==> config.mk <==
export PLATFORM = sky130hd
export DESIGN_NAME = gsa_arg
export DESIGN_NICKNAME = d
export VERILOG_FILES = /design/src/rtl/gsa_pkg.sv /design/src/rtl/gsa_arg.sv
export SDC_FILE = /design/constraint.sdc
export NUM_CORES = 2
export LEC_CHECK = 0
export ABC_AREA = 1
export ABC_CLOCK_PERIOD_IN_PS = 18300
export BUFFER_PORTS_ARGS = -buffer_cell sky130_fd_sc_hd__buf_4
export CAP_MARGIN = 0
export CORE_MARGIN = 3
export CORE_UTILIZATION = 50
export DETAILED_ROUTE_END_ITERATION = 10
export HOLD_SLACK_MARGIN = 0.15
export PLACE_DENSITY = 0.68
export SYNTH_ARGS = -nofsm -noshare
export SYNTH_HDL_FRONTEND = slang
export SYNTH_SLANG_ARGS = --single-unit
==> constraint.sdc <==
create_clock -name i_clk -period 18.3 [get_ports i_clk]
set_input_delay 1.83 -clock i_clk [delete_from_list [all_inputs] [get_ports i_clk]]
set_output_delay 1.83 -clock i_clk [all_outputs]
set_load 0.01 [all_outputs]
==> src/rtl/gsa_pkg.sv <==
// Shared constants and elaboration-time helpers for the GELU/SiLU activation block.
// Holds the Q.30 constants and the logistic table point generator.
// No dependencies.
`default_nettype none
package gsa_pkg;

    // Default configuration
    localparam int DEF_DATA_WIDTH    = 16;
    localparam int DEF_FRAC_BITS     = 12;
    localparam int DEF_TABLE_ENTRIES = 256;

    // Q.30 constants
    localparam logic [30:0] ONE_Q30  = 31'h4000_0000;
    localparam logic [30:0] HALF_Q30 = 31'h2000_0000;
    localparam logic [30:0] GELU_K2  = 31'd1713444047;  // 2 * 0.7978845608
    localparam logic [25:0] GELU_C3  = 26'd48012366;    // 0.044715

    // Activation select codes
    localparam logic ACT_GELU = 1'b0;
    localparam logic ACT_SILU = 1'b1;

    // Shift-subtract long division, used only while building constants
    function automatic logic [63:0] long_div(input logic [63:0] num, input logic [63:0] den);
        logic [63:0] quo;
        logic [63:0] rem;
        quo = '0;
        rem = '0;
        for (int b = 63; b >= 0; b--) begin
            rem = {rem[62:0], num[b]};
            if (rem >= den) begin
                rem    = rem - den;
                quo[b] = 1'b1;
            end
        end
        return quo;
    endfunction

    // Logistic table point k of n over [0, 8], Q.30: round(2^60 / (2^30 + e_k))
    function automatic logic [63:0] sig_point(input int k, input int n);
        logic [63:0] step;
        logic [63:0] term;
        logic [63:0] e_sum;
        logic [63:0] ratio;
        logic [63:0] e_k;
        logic [63:0] den;
        step  = long_div(64'd8 << 30, 64'(n));
        term  = 64'd1 << 30;
        e_sum = term;
        // exp(step) by a truncated Taylor series
        for (int i = 1; i <= 20; i++) begin
            term  = long_div((term * step) >> 30, 64'(i));
            e_sum = e_sum + term;
        end
        ratio = long_div((64'd1 << 60) + (e_sum >> 1), e_sum);
        e_k   = 64'd1 << 30;
        for (int i = 1; i <= k; i++) begin
            e_k = (e_k * ratio + (64'd1 << 29)) >> 30;
        end
        den = (64'd1 << 30) + e_k;
        return long_div((64'd1 << 60) + (den >> 1), den);
    endfunction

endpackage
`default_nettype wire

==> src/rtl/gsa_arg.sv <==
// GELU argument pipeline: a = 2*0.79788*(m + 0.044715*m^3), four register stages.
// Depends on gsa_pkg for the Q.30 constants.
`default_nettype none
module gsa_arg #(
    parameter int FRAC_BITS = gsa_pkg::DEF_FRAC_BITS
) (
    input  wire logic                 i_clk,
    input  wire logic                 i_en,
    input  wire logic [FRAC_BITS+1:0] i_mag,   // magnitude below 4.0
    output logic      [FRAC_BITS+3:0] o_arg    // registered
);
    import gsa_pkg::*;

    localparam int F   = FRAC_BITS;
    localparam int MGW = F + 2;
    localparam int SQW = F + 4;
    localparam int CUW = F + 6;
    localparam int INW = F + 3;
    localparam int AW  = F + 4;

    logic [SQW-1:0]    r_sq, n_sq;
    logic [CUW-1:0]    r_cu, n_cu;
    logic [INW-1:0]    r_in, n_in;
    logic [AW-1:0]     r_a,  n_a;
    logic [MGW-1:0]    r_mg2, r_mg3;
    logic [2*MGW-1:0]  w_sq_full;
    logic [SQW+MGW-1:0] w_cu_full;
    logic [CUW+25:0]   w_t_full;
    logic [INW+30:0]   w_a_full;

    // stage math
    always_comb begin
        w_sq_full = i_mag * i_mag;
        n_sq      = SQW'(w_sq_full >> F);
        w_cu_full = r_sq * r_mg2;
        n_cu      = CUW'(w_cu_full >> F);
        w_t_full  = r_cu * GELU_C3;
        n_in      = INW'(r_mg3) + INW'(w_t_full >> 30);
        w_a_full  = r_in * GELU_K2;
        n_a       = AW'(w_a_full >> 30);
    end

    always_ff @(posedge i_clk) begin
        if (i_en) begin
            r_sq  <= n_sq;
            r_mg2 <= i_mag;
            r_cu  <= n_cu;
            r_mg3 <= r_mg2;
            r_in  <= n_in;
            r_a   <= n_a;
        end
    end

    assign o_arg = r_a;

endmodule
`default_nettype wire

==> results.md <==
- Post-CTS setup buffers: 0
- Core Region: between 0.06 and 0.07 mm²
- Vias per inst: between 5 and 6
- Vias in the first global route: between 20000 and 25000
- RSZ-0062 raised after global routing: false
- Worst path slowest cell: fa_1
- H-tree depth: 3
- Crit path buf inv count: 4
- Total CTS buffers: 9
- Syn-to-layout area delta: 4.26%
- Initial Util: 0.511
- CP Capture Type: register
- CTS tree: done
- Synth Net Count: 5053
- Min-Delay Path Class: register to register
- Die Span Y: around 260 µm
- Peak Freq: roughly 150 MHz
- Worst rel slew slack: 0.374
- Number of synthesized flops with an enable pin: slightly above 90
- Die ar.: 0.0669 mm²
- Mapped Cells: 3957
- Fin crit period: approximately 7000 ps
- WL per Instance: 16.2 µm
- Max clock buf depth: 2
- Layout cell share with drive strength beyond 1: 0.0177
- CP arrival: 6960 ps
- Ys async rst share: 0
- Starting DRT DRC Count: about 1700
- Period utilization: 0.374
- Antenna cell count: 0
- Average size of a mapped cell: between 8 and 9 µm²
- Crit path top cell by count: fa_1
- Die width: between 200 and 300 µm
- CTS sink cnt: 93
- Worst-path clk slew: 80 ps
- Delay of the slowest critical-path stage: around 640 ps
- Max-cap viol count: 0
- CTS root buf: clkbuf_16
- Routed via count: ~25000
- Count leader, synth: inv_1
- Synth unique cells: 35
- Hold bufs inserted after CTS: 0
- Max Slew Vio Count: 0
- Reg2Reg Setup Slack: about 11000 ps
- Hold_ws: a little under 700 ps
- CP max FO: 6
- Count of buffers from port buffering: 31
- Post-CTS Resized: 0
- Initial antenna violation count: 0
- Mapped Area: between 0.03 and 0.04 mm²
- Latest clock arrival within the worst-skew pair: between 300 and 400 ps
- Post-DRT Antenna Nets: 0
- CP delay by family, top: adder cells
- Grt total ovfl: 0
- # DRC: 0
- CP required: around 18000 ps
- Global-route wire length before repair: between 100000 and 150000 µm
- Tot GR Track Use: 0.240
- Yosys top cell area share: 0.338
- DR pass1 iterations: 6
- WL final: between 70000 and 80000 µm
- CP startpoint kind: register
- Sequential share of the synthesized area: 0.0876
- Final Hold Fails: 0
- # nets final: between 5000 and 6000
- Final Setup Violations: 0
- Synth top area cells: fa_1 34%, ha_1 21%, inv_1 13%
- Status: completed
- Worst slew pin tran: approximately 940 ps
- Synth Flop Type: edfxtp_1
- Largest net degree at the start of global routing: 50
- Number of fillers in the final layout: 5979
- Setup TNS Final: 0 ps
- Post-synth top area cell: fa_1
- Clk_skew: ~16 ps
- # IOs: 32
- Synth warn: 0
- Leading cell types by count after synthesis: 1106 x inv_1, 860 x nand2_1, 541 x ha_1
- Synth Register Bits: 93
- Site Rows: 91
- Crit path kind: register to register
- Placer's final routability congestion estimate: 0.978
- DP HPWL: 67300 µm
-- cell usage in the layout, fill, tap and decap left out, types with 33 or more instances in the layout --
cell type	n
a21oi_1	164
edfxtp_1	93
fa_1	539
ha_1	541
inv_1	1106
nand2_1	860
nand3_1	92
nand4_1	33
nor2_1	213
o21ai_0	81
xor2_1	34
-- final cells by class --
type                            count  area (µm²)  area share
Timing Repair Buffer               32         240     0.00722
Clock buffer                        9         225     0.00677
Clock inverter                      7        58.8     0.00177
Multi-Input combinational cell   2696       24700       0.743
Inverter                         1111        4170       0.125
Sequential cell                    93        2790      0.0840
Tap cell                          837        1050      0.0315
-- layer usage --
metal	part of all wire	track usage	vias to the layer above
met5	0	0	-
met3	0.060	0.0302	88
li1	-	-	11900
met2	0.47	0.394	661
met4	0.017	0.0478	0
met1	0.46	0.342	11900
-- flip-flops by register name, summed over array words and instances, names as in the netlist --
| signal | flops |
|---|---|
| r_cu | 18 |
| r_mg2 | 14 |
| r_sq | 16 |
| r_in | 15 |
| r_mg3 | 14 |
| o_arg | 16 |
-- metrics by stage --
step	instances	instance area, µm²	worst slack, ps	util
global placement	4769	33000	11400	0.528
detailed placement	4769	33000	11390	0.528
floorplan	3957	31900	11440	-
finish	4785	33300	11460	0.533
global route	4785	33300	11010	0.533
CTS	4785	33300	11470	0.533
-- cells by family (layout without fill, tap and decap cells) --
family	count (synthesis)	in the layout	share of synthesized area
AO/OA/AOI/OAI	316	316	0.0544
flip-flops	93	93	0.0876
buffers and inverters	1168	1159	0.137
XOR/XNOR	46	46	0.0126
AND/OR/NAND/NOR	1254	1254	0.157
adder cells (fa/ha/maj)	1080	1080	0.551
-- worst reg2reg max path: stages (launching register included) --
cell	delay [ps]
edfxtp_1	540
fa_1	640
inv_1	70
fa_1	460
fa_1	530
inv_1	70
fa_1	540
inv_1	60
fa_1	500
fa_1	540
inv_1	40
ha_1	310
a21oi_1	210
o21ai_0	140
a21oi_1	150
nand2_1	90
nand2_1	80
nand2_1	50
nand2_1	60
nand2_1	40
ha_1	200
fa_1	410
nand3_1	100
nand2_1	140
a31oi_1	260
nor2_1	60
o21ai_0	200
xnor2_1	90
-- final timing paths --
kind | end | startpoint | depth (start not counted)
max | r_in[10] | r_cu[15] | 27
min | r_in[14] | r_mg3[13] | 2
max reg2reg | r_in[10] | r_cu[15] | 27
min reg2reg | r_in[14] | r_mg3[13] | 2
Power is left out: the tool's default activity adds up to more than one toggle a clock period on the data nets, which glitch-free logic cannot reach.
